===== src/ultrasonic_sweep_scanner_assert.svh =====
// assertion macros used by the scanner top level
`ifndef ULTRASONIC_SWEEP_SCANNER_ASSERT_SVH
`define ULTRASONIC_SWEEP_SCANNER_ASSERT_SVH

// same-cycle implication, sampled on clk, off during reset
`define USS_ASSERT_NOW(lbl, ante, cons, msg) \
	lbl: assert property (@(posedge clk) disable iff (!arst_n) (ante) |-> (cons)) \
		else $error(msg);

// next-cycle implication, sampled on clk, off during reset
`define USS_ASSERT_NEXT(lbl, ante, cons, msg) \
	lbl: assert property (@(posedge clk) disable iff (!arst_n) (ante) |=> (cons)) \
		else $error(msg);

`endif


===== src/uss_pkg.sv =====
// types, constants and register map of the ultrasonic sweep scanner
package uss_pkg;

	localparam int CNT_W = 16;
	localparam int ANGLE_W = 8;
	localparam int STEP_W = 7;
	localparam int FRAME_W = 8;
	localparam int BASE_W = 12;
	localparam int GAIN_W = 4;
	localparam int DIST_W = 10;
	localparam int SERVO_W = 13;

	localparam int DIST_DIVISOR_DEF = 4;
	localparam int DIST_DIV_MAX = 16;

	localparam logic [ANGLE_W-1:0] ANGLE_LIMIT = 8'd180;
	localparam logic [SERVO_W-1:0] SERVO_RESET = 13'd1500;

	// register reset values
	localparam logic [FRAME_W-1:0] TICKS_RESET = 8'd25;
	localparam logic [STEP_W-1:0] ASTEP_RESET = 7'd10;
	localparam logic [ANGLE_W-1:0] AMAX_RESET = 8'd180;
	localparam logic [BASE_W-1:0] BASE_RESET = 12'd600;
	localparam logic [GAIN_W-1:0] GAIN_RESET = 4'd10;
	localparam logic [DIST_W-1:0] LIMIT_RESET = 10'd50;
	localparam logic [CNT_W-1:0] TIMEOUT_RESET = 16'd30000;
	localparam logic [CNT_W-1:0] SETTLE_RESET = 16'd5000;

	// register map
	localparam int ADDR_W = 5;
	localparam int REG_IDX_W = 3;
	localparam logic [REG_IDX_W-1:0] REG_TICKS = 3'd0;
	localparam logic [REG_IDX_W-1:0] REG_ASTEP = 3'd1;
	localparam logic [REG_IDX_W-1:0] REG_AMAX = 3'd2;
	localparam logic [REG_IDX_W-1:0] REG_BASE = 3'd3;
	localparam logic [REG_IDX_W-1:0] REG_GAIN = 3'd4;
	localparam logic [REG_IDX_W-1:0] REG_LIMIT = 3'd5;
	localparam logic [REG_IDX_W-1:0] REG_TIMEOUT = 3'd6;
	localparam logic [REG_IDX_W-1:0] REG_SETTLE = 3'd7;

	typedef struct packed {
		logic [FRAME_W-1:0] ticks_per_step;
		logic [STEP_W-1:0] angle_step;
		logic [ANGLE_W-1:0] angle_max;
		logic [BASE_W-1:0] servo_base;
		logic [GAIN_W-1:0] servo_gain;
		logic [DIST_W-1:0] alert_limit;
		logic [CNT_W-1:0] echo_timeout;
		logic [CNT_W-1:0] settle_samples;
	} cfg_t;

	typedef struct packed {
		logic frame_tick;
		logic echo;
	} sample_t;

	typedef struct packed {
		logic [SERVO_W-1:0] servo_compare;
		logic trigger;
		logic alert;
		logic [ANGLE_W-1:0] alert_angle;
		logic [DIST_W-1:0] alert_distance;
		logic busy_res;
	} result_t;

	// sequencer view of one sample, handed to the range unit
	typedef struct packed {
		logic [SERVO_W-1:0] servo_compare;
		logic trigger;
		logic busy;
		logic measured;
		logic [CNT_W-1:0] width;
		logic [ANGLE_W-1:0] angle;
	} step_t;

	typedef struct packed {
		logic alert;
		logic [ANGLE_W-1:0] angle;
		logic [DIST_W-1:0] distance;
	} alert_t;

endpackage


===== src/uss_cfg.sv =====
// apb register file holding the scanner configuration
module uss_cfg (
	input logic clk,
	input logic arst_n,
	input logic psel,
	input logic penable,
	input logic pwrite,
	input logic [uss_pkg::ADDR_W-1:0] paddr,
	input logic [31:0] pwdata,
	output logic [31:0] prdata,
	output logic pready,
	output uss_pkg::cfg_t cfg
);

	uss_pkg::cfg_t cfg_q;
	logic wr_en;
	logic [uss_pkg::REG_IDX_W-1:0] idx;

	assign pready = 1'b1;
	assign wr_en = psel & penable & pwrite;
	assign idx = paddr[uss_pkg::ADDR_W-1:2];
	assign cfg = cfg_q;

	always_ff @(posedge clk or negedge arst_n) begin
		if (!arst_n) begin
			cfg_q.ticks_per_step <= uss_pkg::TICKS_RESET;
			cfg_q.angle_step <= uss_pkg::ASTEP_RESET;
			cfg_q.angle_max <= uss_pkg::AMAX_RESET;
			cfg_q.servo_base <= uss_pkg::BASE_RESET;
			cfg_q.servo_gain <= uss_pkg::GAIN_RESET;
			cfg_q.alert_limit <= uss_pkg::LIMIT_RESET;
			cfg_q.echo_timeout <= uss_pkg::TIMEOUT_RESET;
			cfg_q.settle_samples <= uss_pkg::SETTLE_RESET;
		end else if (wr_en) begin
			unique case (idx)
				uss_pkg::REG_TICKS: cfg_q.ticks_per_step <= pwdata[uss_pkg::FRAME_W-1:0];
				uss_pkg::REG_ASTEP: cfg_q.angle_step <= pwdata[uss_pkg::STEP_W-1:0];
				uss_pkg::REG_AMAX: cfg_q.angle_max <= pwdata[uss_pkg::ANGLE_W-1:0];
				uss_pkg::REG_BASE: cfg_q.servo_base <= pwdata[uss_pkg::BASE_W-1:0];
				uss_pkg::REG_GAIN: cfg_q.servo_gain <= pwdata[uss_pkg::GAIN_W-1:0];
				uss_pkg::REG_LIMIT: cfg_q.alert_limit <= pwdata[uss_pkg::DIST_W-1:0];
				uss_pkg::REG_TIMEOUT: cfg_q.echo_timeout <= pwdata[uss_pkg::CNT_W-1:0];
				uss_pkg::REG_SETTLE: cfg_q.settle_samples <= pwdata[uss_pkg::CNT_W-1:0];
				default: cfg_q <= cfg_q;
			endcase
		end
	end

	always_comb begin
		prdata = '0;
		unique case (idx)
			uss_pkg::REG_TICKS: prdata = 32'(cfg_q.ticks_per_step);
			uss_pkg::REG_ASTEP: prdata = 32'(cfg_q.angle_step);
			uss_pkg::REG_AMAX: prdata = 32'(cfg_q.angle_max);
			uss_pkg::REG_BASE: prdata = 32'(cfg_q.servo_base);
			uss_pkg::REG_GAIN: prdata = 32'(cfg_q.servo_gain);
			uss_pkg::REG_LIMIT: prdata = 32'(cfg_q.alert_limit);
			uss_pkg::REG_TIMEOUT: prdata = 32'(cfg_q.echo_timeout);
			uss_pkg::REG_SETTLE: prdata = 32'(cfg_q.settle_samples);
			default: prdata = '0;
		endcase
	end

endmodule


===== src/uss_ctrl.sv =====
// scan step sequencer: frame counting, settle, trigger, echo timing, sweep angle
module uss_ctrl (
	input logic clk,
	input logic arst_n,
	input logic en,
	input uss_pkg::sample_t sample,
	input uss_pkg::cfg_t cfg,
	output uss_pkg::step_t step
);

	localparam logic [1:0] PH_IDLE = 2'd0;
	localparam logic [1:0] PH_SETTLE = 2'd1;
	localparam logic [1:0] PH_WAIT = 2'd2;
	localparam logic [1:0] PH_MEASURE = 2'd3;

	logic [uss_pkg::FRAME_W-1:0] frame_count_q, frame_count_n;
	logic step_pending_q, step_pending_n;
	logic [1:0] phase_q, phase_n;
	logic [uss_pkg::CNT_W-1:0] phase_count_q, phase_count_n;
	logic [uss_pkg::CNT_W-1:0] width_count_q, width_count_n;
	logic [uss_pkg::ANGLE_W-1:0] sweep_angle_q, sweep_angle_n;
	logic sweep_down_q, sweep_down_n;
	logic [uss_pkg::SERVO_W-1:0] servo_value_q, servo_value_n;

	logic [uss_pkg::FRAME_W:0] frame_inc;
	logic [uss_pkg::CNT_W-1:0] pc_inc;
	logic [uss_pkg::ANGLE_W-1:0] ang_clip;
	logic [uss_pkg::BASE_W-1:0] gain_prod;
	logic signed [uss_pkg::ANGLE_W+1:0] ang_next;
	logic trig, busy, finish, measured;

	assign frame_inc = {1'b0, frame_count_q} + 1'b1;
	assign pc_inc = phase_count_q + 1'b1;
	assign ang_clip = (sweep_angle_q > uss_pkg::ANGLE_LIMIT) ? uss_pkg::ANGLE_LIMIT
		: sweep_angle_q;
	assign gain_prod = uss_pkg::BASE_W'(cfg.servo_gain * ang_clip);
	// signed angle move, bounced at zero and at angle_max
	assign ang_next = sweep_down_q
		? $signed({2'b00, sweep_angle_q}) - $signed({3'b000, cfg.angle_step})
		: $signed({2'b00, sweep_angle_q}) + $signed({3'b000, cfg.angle_step});

	always_comb begin
		frame_count_n = frame_count_q;
		step_pending_n = step_pending_q;
		phase_n = phase_q;
		phase_count_n = phase_count_q;
		width_count_n = width_count_q;
		sweep_angle_n = sweep_angle_q;
		sweep_down_n = sweep_down_q;
		servo_value_n = servo_value_q;
		trig = 1'b0;
		busy = 1'b0;
		finish = 1'b0;
		measured = 1'b0;

		if (sample.frame_tick) begin
			if (frame_inc >= {1'b0, cfg.ticks_per_step}) begin
				frame_count_n = '0;
				step_pending_n = 1'b1;
			end else begin
				frame_count_n = frame_inc[uss_pkg::FRAME_W-1:0];
			end
		end

		unique case (phase_q)
			PH_IDLE: begin
				if (step_pending_n) begin
					step_pending_n = 1'b0;
					servo_value_n = {1'b0, cfg.servo_base} + {1'b0, gain_prod};
					phase_n = PH_SETTLE;
					phase_count_n = '0;
					busy = 1'b1;
				end
			end
			PH_SETTLE: begin
				busy = 1'b1;
				if (phase_count_q >= cfg.settle_samples) begin
					trig = 1'b1;
					phase_n = PH_WAIT;
					phase_count_n = '0;
				end else begin
					phase_count_n = pc_inc;
				end
			end
			PH_WAIT: begin
				busy = 1'b1;
				if (sample.echo) begin
					width_count_n = 16'd1;
					phase_n = PH_MEASURE;
				end else begin
					phase_count_n = pc_inc;
					if (pc_inc >= cfg.echo_timeout) begin
						// timeout: no echo seen, distance reads as zero
						width_count_n = '0;
						finish = 1'b1;
					end
				end
			end
			PH_MEASURE: begin
				busy = 1'b1;
				if (sample.echo && (width_count_q < cfg.echo_timeout)) begin
					width_count_n = width_count_q + 1'b1;
				end else begin
					finish = 1'b1;
					measured = 1'b1;
				end
			end
			default: phase_n = PH_IDLE;
		endcase

		if (finish) begin
			if (ang_next >= $signed({2'b00, cfg.angle_max})) begin
				sweep_angle_n = cfg.angle_max;
				sweep_down_n = 1'b1;
			end else if (ang_next <= $signed(10'sd0)) begin
				sweep_angle_n = '0;
				sweep_down_n = 1'b0;
			end else begin
				sweep_angle_n = ang_next[uss_pkg::ANGLE_W-1:0];
			end
			phase_n = PH_IDLE;
			phase_count_n = '0;
		end
	end

	always_ff @(posedge clk or negedge arst_n) begin
		if (!arst_n) begin
			frame_count_q <= '0;
			step_pending_q <= 1'b0;
			phase_q <= PH_IDLE;
			phase_count_q <= '0;
			width_count_q <= '0;
			sweep_angle_q <= '0;
			sweep_down_q <= 1'b0;
			servo_value_q <= uss_pkg::SERVO_RESET;
		end else if (en) begin
			frame_count_q <= frame_count_n;
			step_pending_q <= step_pending_n;
			phase_q <= phase_n;
			phase_count_q <= phase_count_n;
			width_count_q <= width_count_n;
			sweep_angle_q <= sweep_angle_n;
			sweep_down_q <= sweep_down_n;
			servo_value_q <= servo_value_n;
		end
	end

	assign step.servo_compare = servo_value_n;
	assign step.trigger = trig;
	assign step.busy = busy;
	assign step.measured = measured;
	assign step.width = width_count_q;
	assign step.angle = sweep_angle_q;

endmodule


===== src/uss_range.sv =====
// echo width to distance by reciprocal multiply, and the alert decision
module uss_range #(
	parameter int DIST_DIVISOR = uss_pkg::DIST_DIVISOR_DEF
) (
	input uss_pkg::step_t step,
	input logic [uss_pkg::DIST_W-1:0] alert_limit,
	output uss_pkg::alert_t res
);

	// exact floor division for all widths below 2**CNT_W and divisors up to DIST_DIV_MAX
	localparam int DIV_SHIFT = uss_pkg::CNT_W + $clog2(uss_pkg::DIST_DIV_MAX);
	localparam int MULT_W = DIV_SHIFT + 1;
	localparam int PROD_W = uss_pkg::CNT_W + MULT_W;
	localparam logic [MULT_W-1:0] DIV_MULT =
		MULT_W'(((2 ** DIV_SHIFT) + DIST_DIVISOR - 1) / DIST_DIVISOR);

	logic [PROD_W-1:0] prod;
	logic [uss_pkg::CNT_W-1:0] quot;
	logic hit;

	assign prod = PROD_W'(step.width) * PROD_W'(DIV_MULT);
	assign quot = prod[DIV_SHIFT +: uss_pkg::CNT_W];
	assign hit = step.measured && (quot != '0)
		&& (quot < uss_pkg::CNT_W'(alert_limit));

	assign res.alert = hit;
	assign res.angle = hit ? step.angle : '0;
	assign res.distance = hit ? quot[uss_pkg::DIST_W-1:0] : '0;

endmodule


===== src/ultrasonic_sweep_scanner.sv =====
// top level of the servo sweep ultrasonic range scanner
// a result is registered at the edge that accepts its sample
// throughput: one sample request per cycle, limited only by result_ready
// the output register lets a new sample in while the held result is taken
// reset (arst_n low): configuration to defaults, sweep at 0 degrees going up,
// servo compare 1500, no step pending, no result held
module ultrasonic_sweep_scanner #(
	parameter int DIST_DIVISOR = uss_pkg::DIST_DIVISOR_DEF
) (
	input logic clk,
	input logic arst_n,
	input logic sample_valid,
	output logic sample_ready,
	input uss_pkg::sample_t sample,
	output logic result_valid,
	input logic result_ready,
	output uss_pkg::result_t result,
	input logic psel,
	input logic penable,
	input logic pwrite,
	input logic [uss_pkg::ADDR_W-1:0] paddr,
	input logic [31:0] pwdata,
	output logic [31:0] prdata,
	output logic pready
);

	uss_pkg::cfg_t cfg;
	uss_pkg::step_t step;
	uss_pkg::alert_t alert_res;
	uss_pkg::result_t result_q;
	logic result_valid_q;
	logic accept;

	assign sample_ready = !result_valid_q || result_ready;
	assign accept = sample_valid && sample_ready;

	uss_cfg u_cfg (
		.clk(clk),
		.arst_n(arst_n),
		.psel(psel),
		.penable(penable),
		.pwrite(pwrite),
		.paddr(paddr),
		.pwdata(pwdata),
		.prdata(prdata),
		.pready(pready),
		.cfg(cfg)
	);

	uss_ctrl u_ctrl (
		.clk(clk),
		.arst_n(arst_n),
		.en(accept),
		.sample(sample),
		.cfg(cfg),
		.step(step)
	);

	uss_range #(
		.DIST_DIVISOR(DIST_DIVISOR)
	) u_range (
		.step(step),
		.alert_limit(cfg.alert_limit),
		.res(alert_res)
	);

	always_ff @(posedge clk or negedge arst_n) begin
		if (!arst_n) begin
			result_valid_q <= 1'b0;
		end else if (accept) begin
			result_valid_q <= 1'b1;
		end else if (result_ready) begin
			result_valid_q <= 1'b0;
		end
	end

	always_ff @(posedge clk) begin
		if (accept) begin
			result_q.servo_compare <= step.servo_compare;
			result_q.trigger <= step.trigger;
			result_q.alert <= alert_res.alert;
			result_q.alert_angle <= alert_res.angle;
			result_q.alert_distance <= alert_res.distance;
			result_q.busy_res <= step.busy;
		end
	end

	assign result_valid = result_valid_q;
	assign result = result_q;

`include "ultrasonic_sweep_scanner_assert.svh"

	`USS_ASSERT_NOW(a_stall_blocks, result_valid_q && !result_ready, !sample_ready, "sample taken while result stalled")
	`USS_ASSERT_NEXT(a_accept_fills, accept, result_valid_q, "accepted sample gave no result")
	`USS_ASSERT_NOW(a_alert_busy, result_valid_q && result_q.alert, result_q.busy_res && !result_q.trigger, "alert outside step end")
	`USS_ASSERT_NOW(a_alert_dist, result_valid_q && result_q.alert, result_q.alert_distance != '0 && result_q.alert_distance < cfg.alert_limit, "alert distance out of range")
	`USS_ASSERT_NOW(a_quiet_fields, result_valid_q && !result_q.alert, result_q.alert_angle == '0 && result_q.alert_distance == '0, "alert fields set without alert")

endmodule


===== config.mk =====
export PLATFORM = sky130hd
export DESIGN_NAME = ultrasonic_sweep_scanner
export DESIGN_NICKNAME = d
export VERILOG_FILES = /design/src/uss_pkg.sv /design/src/uss_cfg.sv /design/src/uss_ctrl.sv /design/src/uss_range.sv /design/src/ultrasonic_sweep_scanner.sv
export VERILOG_INCLUDE_DIRS = /design/src /design/src/src
export SDC_FILE = /design/constraint.sdc
export NUM_CORES = 1
export LEC_CHECK = 0
export BUFFER_PORTS_ARGS = -buffer_cell sky130_fd_sc_hd__buf_2
export CAP_MARGIN = 20
export CORE_MARGIN = 2
export CORE_UTILIZATION = 52
export CTS_BUF_LIST = sky130_fd_sc_hd__clkbuf_8
export DETAILED_ROUTE_END_ITERATION = 6
export GPL_TIMING_DRIVEN = 0
export PLACE_DENSITY = 0.69
export SYNTH_ARGS = -nofsm -noshare
export SYNTH_HDL_FRONTEND = slang
export SYNTH_HIERARCHICAL = 1
export SYNTH_SLANG_ARGS = --single-unit
export TNS_END_PERCENT = 1

===== constraint.sdc =====
create_clock -name clk -period 5.5 [get_ports clk]
set_input_delay 0.275 -clock clk [delete_from_list [all_inputs] [get_ports clk]]
set_output_delay 0.275 -clock clk [all_outputs]
set_load 0.02 [all_outputs]

=== Word-level counts from Yosys, hierarchy flattened ===
Index checks and enable logic that the tools add are counted.

* Flip-flop bits (word level): 181
* Input bits: 46
* Output and inout bits: 69
* Logic and storage cells: 121

* Add/subtract/negate cells: 6
* $mul: 1
* Order comparisons: 8
* Eq/ne operators: 16
* Multiplexer cells: 37
* Bitwise gates (word level): 2
* Reduce and logical (&&, ||, !) cells: 28

{| class="wikitable"
|+ Operators by type and width
! operator !! count
|-
| $pmux 32 s8 || 1
|-
| $mux 16 || 7
|-
| $pmux 16 s3 || 1
|-
| $add 16x1->16 const B || 2
|-
| $ge 16x16->1 || 2
|-
| $mux 8 || 4
|-
| $pmux 16 s2 || 1
|-
| $mux 13 || 2
|-
| $reduce_and 2->1 || 10
|-
| $lt 16x16->1 || 1
|-
| $reduce_bool 16->1 || 1
|-
| $lt 14x10->1 || 1
|-
| $add 12x12->13 || 1
|-
| $mux 1 || 13
|-
| $eq 3x3->1 const B || 4
|-
| $mul 4x8->12 || 1
|-
| $ne 3x2->1 const B || 4
|-
| $ge 10x9->1 || 1
|-
| $le 10x1->1 const B || 1
|-
| $mux 10 || 1
|-
| $add 8x1->9 const B || 1
|-
| $add 8x7->9 || 1
|-
| $ge 9x8->1 || 1
|-
| $sub 8x7->9 || 1
|-
| other kinds (22) || 35
|}

=== Depth between registers and ports, before layout ===
Gate-level depths: netlist of run 1.

* Word-level depth: 7
* Mapped depth: 20
* Gate-level depth less buffers: 20

=== By module ===
Netlist of run 1, hierarchy kept.

{| class="wikitable"
|+ Modules (own cells, without submodules)
! module !! instances !! cells each !! area each (µm²)
|-
| uss_ctrl || 1 || 863 || 7350.8
|-
| uss_cfg || 1 || 297 || 4018.9
|-
| ultrasonic_sweep_scanner || 1 || 38 || 1074.8
|-
| uss_range || 1 || 80 || 535.5
|}

=== Worst setup path before layout of run 1 ===
No wires, ideal clock.

* Path type: register to register
* Start point: register u_ctrl/sweep_angle_q[1] in the netlist's numbering
* End point: register result_q (netlist bit result[33]) (data pin)
* Setup time: 260 ps
* Data arrival time: 4544 ps
* Required time: 5240 ps
* Setup slack: 696 ps
* Stages on the path, launching flop included: 19
* Buffers on the path: 1
* Clock period less this slack: 4804 ps
* Cell sequence: dfrtp_1 -> o21ai_0 -> a21oi_1 -> o21ai_0 -> clkbuf_1 -> nand3_1 -> fa_1 -> fa_1 -> fa_1 -> inv_1 -> ha_1 -> o21ai_0 -> o21ai_0 -> a21oi_1 -> o21ba_2 -> o21ai_0 -> o41ai_1 -> xnor2_1 -> mux2_2

{| class="wikitable"
|+ RTL lines
! what !! RTL line !! source
|-
| start, declared || uss_ctrl.sv:21 || <nowiki>logic [uss_pkg::ANGLE_W-1:0] sweep_angle_q, sweep_angle_n;</nowiki>
|-
| start signal, assigned || uss_ctrl.sv:142 || <nowiki>sweep_angle_q <= sweep_angle_n;</nowiki>
|-
| end, declared || ultrasonic_sweep_scanner.sv:30 || <nowiki>uss_pkg::result_t result_q;</nowiki>
|}

==> reports/results.txt, run 1 <==
Warnings from Yosys - 6
CP arrival - 5400 ps
Post-synth top flop - dfrtp_1
Cts bufs inserted - 17
Syn-to-layout area delta - 10.0%
RSZ-0062 raised after global routing - no
Fraction of the cycle the final worst path needs - 94.0%
Pwr Density - 409 nW/um^2
Vias in the first global route - 9,693
Rows - 57
Final setup vio count - 0
Gr usage total - 24.8%
Placed wire-length estimate - 24.3 mm
Fin. max-slew vios - 0
Area leader, netlist - dfrtp_1
Fin crit period - 5170 ps
Yosys cell types - 87
CP max FO - 11
Top cell type's share of synthesized area - 21.2%
Setup crit start kind - register
Max_slew headroom - 29.2%
Drt total wl - 31.7 mm
TritonCTS clock tree - yes
First drt pass iteration count - 5
Setup Skew - 15.1 ps
Number of flops mapped to enable cells by yosys - 34
Mapped Cells - 1,278
Leakage - 6.57 nW
Count of final hold-check violations - 0
Die height - 162 um
Synth Area per Inst - 10.2 um^2
CORE AREA - 24,400 um^2
WL/cell - 18.3 um
H-tree levels - 4
Setup TNS - 0 ps
Congestion Overflow GR - 0
Worst hold slack - 51.2 ps
Synthesized area - 13,000 um^2
Global-route wire length before repair - 50.9 mm
Flops & latches, synth - 181
Die X - 162 um
Met1 wire length - 13.7 mm
Fmax - 193 MHz
DRC Markers - 0
CTS sink cnt - 181
Crit path cell chain - o21ai_0, a21oi_1, o21ai_1, clkbuf_2, nand3_1, fa_1, fa_1, fa_1, inv_1, ha_1, a211oi_1, o21ai_0, a21oi_1, o21ba_2, o21ai_0, o41ai_1, xnor2_1, mux2_2
Register area share after synthesis - 36.6%
Crit Path Category - reg2reg
CP max stage cell - dfrtp_2
Max cap viols - 0
Die ar. - 26,200 um^2
Later-pin clock latency in the skew report - 470 ps
Top cells by area, synth - dfrtp_1 21%, ha_1 11%, mux2_2 8.8%
Worst-Margin Slew - 1060 ps
Fillcell total - 2,104
Vias per std cell - 5.69
Top cells by count, synth - 135 x inv_1, 114 x ha_1, 110 x dfrtp_1
Root Driver - clkbuf_8
Ys async rst share - 81.2%
Share of cells above drive strength 1 - 24.6%
Worst hold path type - in2reg
Maximum clock path buffer count - 2
Outcome - completed
Via count - 9,825
Post-route ant nets - 0
Ports - 115
Crit. End Element - register
Post-CTS Setup Inserts - 0
Placer Congestion - 0.965
Count of nets after finishing - 1,573
DR iter-0 viols - 529
Metal2 WL - 15.4 mm
Number of port buffers - 76
Most common cell in the synthesized netlist - inv_1
WL met3 - 1.47 mm
Initial antenna violation count - 1
Top Metal Used - met4
Worst vdd ir - 0.180 mV
Reg clk slew, reported paths - 100 ps
Worst path required time - 5730 ps
Initial Utilization - 53.2%
Worst path max stage delay - 530 ps
Largest net degree at the start of global routing - 101
==> power by group <==
| group | internal [mW] | switching, mW |
|---|---|---|
| logic | 1.23 | 1.67 |
| registers | 1.70 | 0.307 |
| clock network | 0.446 | 0.493 |
==> area by class of cell <==
class	instances	area [um^2]	share of cell area, %
flip-flops and latches	181	4750	33.2
inverters	136	510	3.57
repair buffers	79	434	3.04
clock buffers	17	234	1.64
well taps	324	405	2.84
multi-input cells	913	7410	51.9
plain buffers	62	365	2.56
clock inverters	15	166	1.17
diodes	1	2.50	0.0175
==> registers in the layout (all words and copies together) (netlist names) <==
register / flops
u_ctrl/phase_q: 2
u_ctrl/frame_count_q: 8
u_ctrl/width_count_q: 16
u_cfg/cfg: 81
u_ctrl/sweep_down_q: 1
result_valid: 1
u_ctrl/sweep_angle_q: 8
result: 34
u_ctrl/step_pending_q: 1
u_ctrl/servo_value_q: 13
u_ctrl/phase_count_q: 16
==> logic make-up after synthesis <==
group | share of synthesized area [%]
adders and majority gates | 14.5
DFF | 36.6
xor gates and xnor gates | 2.43
buffers and inverters | 6.77
muxes | 12.3
AOI/OAI and AO/OA | 14.5
and+or+nand+nor | 12.8
other | 0.0579
==> repair_timing <==
action / CTS / global route
endpoints found under the setup margin: 0 / 3
hold buffers: 2 / 0
hold endpoints to repair: 41 / 0
resized for setup: 0 / 4
==> critical path, delay by kind of cell, from the launching register on <==
family                     cells  cell delay, ps
and+or+nand+nor                1             130
DFF                            1             530
muxes                          1             280
buffers and inverters          2             280
adders and majority gates      4            1760
AOI/OAI and AO/OA              9            1790
xor gates and xnor gates       1             160
==> path summary, 6_finish.rpt <==
kind / startpoint / cells after the start / slack (ps) / end
worst max-delay path: u_ctrl/sweep_angle_q[1] / 18 / 330 / result[33]
worst min-delay path: pwdata[13] / 2 / 50 / u_cfg/cfg[29]
worst max register to register: u_ctrl/sweep_angle_q[1] / 18 / 330 / result[33]
worst min register to register: u_ctrl/servo_value_q[9] / 1 / 510 / u_ctrl/servo_value_q[9]
max in group asynchronous: arst_n / 3 / 4320 / u_cfg/cfg[9]
min in group asynchronous: arst_n / 2 / 310 / u_ctrl/frame_count_q[2]
==> placed cells by master (no fill, tap or decap), drive strengths merged, types with 9 or more instances in the layout <==
| cell | netlist | layout |
|---|---|---|
| dfrtp | 110 | 110 |
| dfstp | 37 | 37 |
| nor2b | 26 | 26 |
| xnor2 | 24 | 24 |
| a2bb2oi | 10 | 10 |
| mux2i | 22 | 22 |
| buf | 41 | 118 |
| nand3 | 40 | 40 |
| nand2b | 26 | 26 |
| conb | 2 | 17 |
| o31ai | 23 | 23 |
| edfxtp | 34 | 34 |
| and2 | 12 | 12 |
| a31oi | 9 | 9 |
| nand4 | 13 | 13 |
| mux2 | 115 | 115 |
| a211oi | 16 | 16 |
| nand2 | 76 | 76 |
| fa | 23 | 23 |
| xor2 | 12 | 12 |
| ha | 114 | 114 |
| inv | 136 | 141 |
| clkbuf | 22 | 38 |
| o21ai | 66 | 66 |
| and3 | 17 | 17 |
| nor2 | 61 | 61 |
| nor3 | 15 | 15 |
| a21oi | 65 | 65 |
==> stage by stage <==
stage,utilization [%],instances,area (um^2),worst slack [ps],power (mW)
2_1_floorplan,-,1293,13000,696,4.14
3_3_place_gp,56.7,1693,13800,177,4.82
4_1_cts,58.5,1728,14300,128,5.84
5_1_grt,58.5,1728,14300,97.8,6.32
3_5_place_dp,56.8,1694,13900,158,4.89
6_report,58.5,1728,14300,330,5.84
==> per-layer routing <==
layer,vias to the layer above,global-route usage [%]
met5,-,0
met4,0,10.3
met3,62,3.86
met2,268,42.2
met1,4746,31.5
li1,4749,-
Note: power is estimated with default switching activity, not from simulation.
==> run 2, diff against run 1 <==
--- a/config.mk
+++ b/config.mk
@@ -8,12 +8,14 @@
 export LEC_CHECK = 0
 export BUFFER_PORTS_ARGS = -buffer_cell sky130_fd_sc_hd__buf_2
 export CAP_MARGIN = 20
+export CELL_PAD_IN_SITES_DETAIL_PLACEMENT = 1
+export CELL_PAD_IN_SITES_GLOBAL_PLACEMENT = 1
 export CORE_MARGIN = 2
-export CORE_UTILIZATION = 52
+export CORE_UTILIZATION = 49
 export CTS_BUF_LIST = sky130_fd_sc_hd__clkbuf_8
 export DETAILED_ROUTE_END_ITERATION = 6
 export GPL_TIMING_DRIVEN = 0
-export PLACE_DENSITY = 0.69
+export PLACE_DENSITY = 0.81
 export SYNTH_ARGS = -nofsm -noshare
 export SYNTH_HDL_FRONTEND = slang
 export SYNTH_HIERARCHICAL = 1
==> run 2 against run 1 <==
  * Die area grew 6.0%
  * Clock skew grew 14 ps
  * Maximum frequency is essentially flat
  * Design area grew 0.22%
  * Worst hold slack lost 28 ps
  * Register-to-register slack is essentially flat
  * Sequential power is essentially flat
==> reports/results.txt, run 2 (same netlist as run 1, synthesis figures left out) <==
Outcome - completed
Worst vdd ir - 0.252 mV
Setup crit start kind - register
H-tree levels - 4
Max reg flops - 81
Later-pin clock latency in the skew report - 500 ps
R2R depth - 19
Worst R2R Start - u_ctrl/sweep_angle_q[1]
Fin crit period - 5170 ps
Post-route ant nets - 0
Crit Path Category - reg2reg
M1 GR Usage - 33.8%
Most frequent cells in the layout - 135 x inv_1, 114 x ha_1, 109 x dfrtp_1
Placed wire-length estimate - 28.9 mm
Crit path buffers/inverters - 3
Ant diodes - 0
Vias per std cell - 5.88
Largest net degree at the start of global routing - 88
Cts bufs inserted - 17
Number of port buffers - 76
Delay-heaviest family, CP - adder cells
Initial Utilization - 49.8%
GRT busiest layer - met2
CORE AREA - 26,100 um^2
Die height - 167 um
Hold Path Depth - 2
Combinational Power Share - 50.8%
Worst path required time - 5760 ps
Hold Path End - u_cfg/cfg[28]
Post-layout util - 54.9%
Ports - 115
Worst hold path type - in2reg
Dpl cell area - 13,900 um^2
Die X - 167 um
Post-route cell area - 14,300 um^2
End of the worst register-to-register path - result[33]
Clock power share - 15.8%
Syn-to-layout area delta - 10.3%
CP max FO - 11
CP max stage cell - fa_1
DRC Markers - 0
Count of final hold-check violations - 0
Initial antenna violation count - 1
Setup Skew - 29.5 ps
Final setup vio count - 0
Root Driver - clkbuf_8
RSZ-0062 raised after global routing - no
Crit. End Element - register
Pwr Density - 424 nW/um^2
Vias in the first global route - 11,000
Rows - 59
Worst path max stage delay - 560 ps
First drt pass iteration count - 4
TritonCTS clock tree - yes
Internal - 3.30 mW
Gr usage total - 27.8%
Worst-Margin Slew - 1070 ps
Count of nets after finishing - 1,573
R2r setup slk - 330 ps
Fmax - 193 MHz
Final non-filler cell total - 1,738
Share of cells above drive strength 1 - 24.9%
Leakage - 6.58 nW
Hold path startpoint - pwdata[12]
Met2 usage - 50.8%
Most Frequent Cell on Critical Path - o21ai_0
Die ar. - 27,800 um^2
Placed cell count - 1,705
Global-route wire length before repair - 61.1 mm
Fin. max-slew vios - 0
Crit path cell chain - o21ai_0, a21oi_1, o21ai_1, clkbuf_2, and3_1, fa_1, fa_1, inv_1, fa_1, inv_1, ha_1, o21ai_0, o21ai_0, a21oi_1, o21ba_2, o21ai_0, o41ai_2, xnor2_1, mux2_2
Seq pwr share - 33.3%
Sw frac - 45.6%
Drt total wl - 37.9 mm
Congestion Overflow GR - 0
Reg clk slew, reported paths - 130 ps
Post-CTS Setup Inserts - 0
Psw - 2.77 mW
CP arrival - 5430 ps
Max_slew headroom - 28.5%
Setup TNS - 0 ps
DR iter-0 viols - 607
Max cap viols - 0
Maximum clock path buffer count - 2
Via count - 10,200
WL/cell - 21.8 um
Fraction of the cycle the final worst path needs - 94.0%
CTS sink cnt - 181
Placer Congestion - 0.893
Fillcell total - 2,931
Met3 Use GR - 3.37%
Worst hold slack - 23.4 ps
Most common cell after layout, fill and taps aside - inv_1
[run 2: what timing repair did]
| action | 4_1_cts | 5_1_grt |
|---|---|---|
| hold endpoints to repair | 52 | 0 |
| setup endpoints to repair | 0 | 6 |
| hold buffers | 2 | 0 |
| resized for setup | 0 | 6 |
[run 2: power by group through the flow]
| stage | Clock [mW] | Combinational, mW | Sequential, mW |
|---|---|---|---|
| 3_3_place_gp | 0 | 2.88 | 2.02 |
| 5_1_grt | 1.03 | 3.43 | 2.07 |
| 3_5_place_dp | 0 | 3.05 | 2.04 |
| 2_1_floorplan | 0 | 2.21 | 1.94 |
| 4_1_cts | 0.977 | 3.09 | 2.02 |
| 6_report | 0.960 | 3.09 | 2.02 |
[run 2: how the worst max path moves through the flow]
stage,startpoint,to,cells after the start
floorplan,u_ctrl/sweep_angle_q[1],result[33],18
global placement,u_ctrl/sweep_angle_q[1],result[33],18
detailed placement,u_ctrl/sweep_angle_q[7],result[33],18
CTS,u_ctrl/sweep_angle_q[7],result[33],18
global route,u_ctrl/sweep_angle_q[1],result[33],18
finish,u_ctrl/sweep_angle_q[1],result[33],19
[run 2: routing by layer]
metal | vias to the layer above | wire length [um]
li1 | 4732 | -
met1 | 5233 | 15800
met2 | 203 | 19800
met3 | 60 | 1330
met4 | 0 | 1040
met5 | - | 0
[run 2: metrics by stage]
stage               setup slack, ps  total power [mW]
finish                          328              6.07
global route                   22.9              6.53
CTS                            76.0              6.08
detailed placement             79.4              5.09
global placement                147              4.90
floorplan                       696              4.14
[run 2: worst register-to-register path, cell delays in order (launching register included)]
cell      delay [ps]
dfrtp_2          540
o21ai_0          200
a21oi_1           90
o21ai_1          210
clkbuf_2         250
and3_1           190
fa_1             450
fa_1             560
inv_1             60
fa_1             510
inv_1             50
ha_1             320
o21ai_0           90
o21ai_0          190
a21oi_1          130
o21ba_2          220
o21ai_0          320
o41ai_2          120
xnor2_1          160
mux2_2           280
[run 2: final cells by class]
| class | instances | area (um^2) | area share (%) |
|---|---|---|---|
| flip-flops and latches | 181 | 4750 | 33.2 |
| plain buffers | 62 | 365 | 2.55 |
| clock buffers | 17 | 234 | 1.63 |
| multi-input cells | 913 | 7420 | 51.9 |
| well taps | 335 | 419 | 2.93 |
| clock inverters | 15 | 179 | 1.25 |
| repair buffers | 79 | 434 | 3.03 |
| inverters | 136 | 510 | 3.57 |
==> run 3, diff against run 2 <==
--- a/config.mk
+++ b/config.mk
@@ -6,12 +6,13 @@
 export SDC_FILE = /design/constraint.sdc
 export NUM_CORES = 1
 export LEC_CHECK = 0
+export ABC_AREA = 1
 export BUFFER_PORTS_ARGS = -buffer_cell sky130_fd_sc_hd__buf_2
 export CAP_MARGIN = 20
 export CELL_PAD_IN_SITES_DETAIL_PLACEMENT = 1
 export CELL_PAD_IN_SITES_GLOBAL_PLACEMENT = 1
 export CORE_MARGIN = 2
-export CORE_UTILIZATION = 49
+export CORE_UTILIZATION = 46
 export CTS_BUF_LIST = sky130_fd_sc_hd__clkbuf_8
 export DETAILED_ROUTE_END_ITERATION = 6
 export GPL_TIMING_DRIVEN = 0
==> run 3 against run 2 <==
  * Maximum frequency grew 2.4%
  * Sequential share of layout area decreased by 1.6 points
  * Design area up 4.9%
==> reports/results.txt, run 3 <==
Crit. End Element - register
TritonCTS clock tree - yes
Post-Synth Adder-Cell Area - 13.9%
Ant diodes - 0
Warnings from Yosys - 6
Fin. max-slew vios - 0
Setup crit start kind - register
Seq pwr share - 31.8%
Hold Path Depth - 3
Gr usage total - 27.8%
Top cell type's share of synthesized area - 20.3%
Share of cells above drive strength 1 - 14.6%
Drt total wl - 41.7 mm
Synth Area in Compound Gates - 8.82%
Placed wire-length estimate - 33.0 mm
Worst-Margin Slew - 720 ps
CORE AREA - 28,900 um^2
Ports - 115
Worst hold path type - in2reg
DRC Markers - 0
WL/cell - 18.1 um
Clock power share - 14.1%
Max reg flops - 81
Pwr Total - 6.80 mW
CP arrival - 5290 ps
Most common cell after layout, fill and taps aside - nand2_1
R2R depth - 21
Yosys cell types - 46
Post-route ant nets - 0
Sw frac - 49.6%
Flops & latches, synth - 181
Number of flops mapped to enable cells by yosys - 34
Setup Skew - 16.0 ps
Most common cell in the synthesized netlist - nand2_1
Ys async rst share - 81.2%
Rows - 62
Post-layout util - 52.0%
Mapped Cells - 1,791
Post-route cell area - 15,000 um^2
Initial antenna violation count - 0
Vias per std cell - 5.37
Die X - 176 um
Cts bufs inserted - 17
Internal - 3.42 mW
Syn-to-layout area delta - 10.7%
Later-pin clock latency in the skew report - 490 ps
Fraction of the cycle the final worst path needs - 91.9%
Post-synth top flop - dfrtp_1
Reg clk slew, reported paths - 110 ps
Count of nets after finishing - 2,093
Final setup vio count - 0
H-tree levels - 4
Worst path required time - 5740 ps
Count of final hold-check violations - 0
Max cap viols - 0
Synthesized area - 13,600 um^2
Post-synthesis mux area share - 0.0738%
Main combinational cell family by area after synthesis - simple AND/OR/NAND/NOR gates
Synth Area per Inst - 7.58 um^2
Placer Congestion - 0.918
Psw - 3.37 mW
Most frequent cells in the layout - 422 x nand2_1, 297 x inv_1, 167 x nor2_1
Leakage - 7.84 nW
Outcome - completed
Crit Path Category - reg2reg
Die height - 176 um
Fmax - 198 MHz
Area leader, netlist - dfrtp_1
DR iter-0 viols - 742
Dpl cell area - 14,600 um^2
Root Driver - clkbuf_8
Vias in the first global route - 12,900
Global-route wire length before repair - 67.6 mm
Top cells by area, synth - dfrtp_1 20%, nand2_1 12%, ha_1 11%
Via count - 12,400
CTS sink cnt - 181
Register area share after synthesis - 35.0%
Synthesized-area fraction occupied by and/or/nand/nor cells - 27.5%
Worst vdd ir - 0.177 mV
Die ar. - 30,900 um^2
Fin crit period - 5050 ps
XOR/XNOR Fraction of Synth Area - 2.65%
Post-CTS Setup Inserts - 0
Top cells by count, synth - 422 x nand2_1, 295 x inv_1, 167 x nor2_1
Maximum clock path buffer count - 2
Largest net degree at the start of global routing - 80
Pwr Density - 453 nW/um^2
Number of port buffers - 78
Combinational Power Share - 54.1%
Max_slew headroom - 52.0%
Congestion Overflow GR - 0
Fillcell total - 3,724
Initial Utilization - 47.0%
Setup TNS - 0 ps
First drt pass iteration count - 5
RSZ-0062 raised after global routing - no
CP max FO - 9
run 3: power by group through the flow:
stage                     combinational (mW)  clock [mW]  sequential (mW)
after global routing                    4.18        1.02             2.21
final                                   3.68       0.960             2.16
after global placement                  3.46           0             2.17
after detailed placement                3.66           0             2.18
after floorplan                         2.65           0             2.07
after CTS                               3.68       0.977             2.16
run 3: stage by stage:
step	instances	worst slack [ps]	hold WS [ps]
after detailed placement	2270	388	346
after CTS	2307	348	0.328
after global routing	2307	34.2	28.6
after global placement	2268	450	456
after floorplan	1806	1000	-20.6
final	2307	448	19.6
run 3: path summary, 6_finish.rpt:
path	start	to	slack, ps
max	u_ctrl/sweep_angle_q[1]	result[31]	450
min	pwdata[15]	u_cfg/cfg[31]	20
max reg2reg	u_ctrl/sweep_angle_q[1]	result[31]	450
min reg2reg	u_ctrl/servo_value_q[3]	u_ctrl/servo_value_q[3]	470
max in group asynchronous	arst_n	u_cfg/cfg[77]	4230
min in group asynchronous	arst_n	result_valid	360
run 3: logic make-up (layout without fill, tap and decap cells):
logic type	count (synthesis)	in the layout
AOI/OAI and AO/OA	210	210
xor gates and xnor gates	41	41
buffers and inverters	382	499
DFF	181	181
other	2	17
muxes	1	1
adders and majority gates	137	137
and+or+nand+nor	837	837
run 3: what timing repair did:
item,in CTS,in global routing
endpoints found under the hold margin,58,0
gates resized for setup,0,2
hold buffers,5,0
endpoints found under the setup margin,0,3
run 3: per-layer routing:
layer	global-route usage, %	wire length [um]	vias to the layer above
met5	0	0	-
met4	9.81	1300	0
met3	4.05	1480	70
met2	48.7	20600	248
met1	34.9	18300	6138
li1	-	-	5933
run 3: final cells by class:
class | instances | area [um^2] | share of cell area, %
clock buffer | 18 | 248 | 1.65
clock inverter | 14 | 149 | 0.991
inverter | 308 | 1160 | 7.70
tap | 384 | 480 | 3.20
buffer | 74 | 470 | 3.13
sequential | 181 | 4750 | 31.6
multi-input combinational | 1243 | 7270 | 48.4
timing repair buffer | 85 | 502 | 3.34
run 3: worst max-delay path, cell delays in order (launching register included):
cell and delay [ps]:
dfrtp_2 500, o21ai_0 190, a21oi_1 90, o21ai_1 220, inv_1 160, nor2_1 200
nand2_1 120, fa_1 530, fa_1 520, fa_1 520, inv_1 50, ha_1 370
a21oi_1 170, nand2_1 130, a21oi_1 250, o21ai_0 190, a21oi_1 210, inv_1 60
nand2_1 50, nand3_1 80, o21ai_1 140, inv_1 60
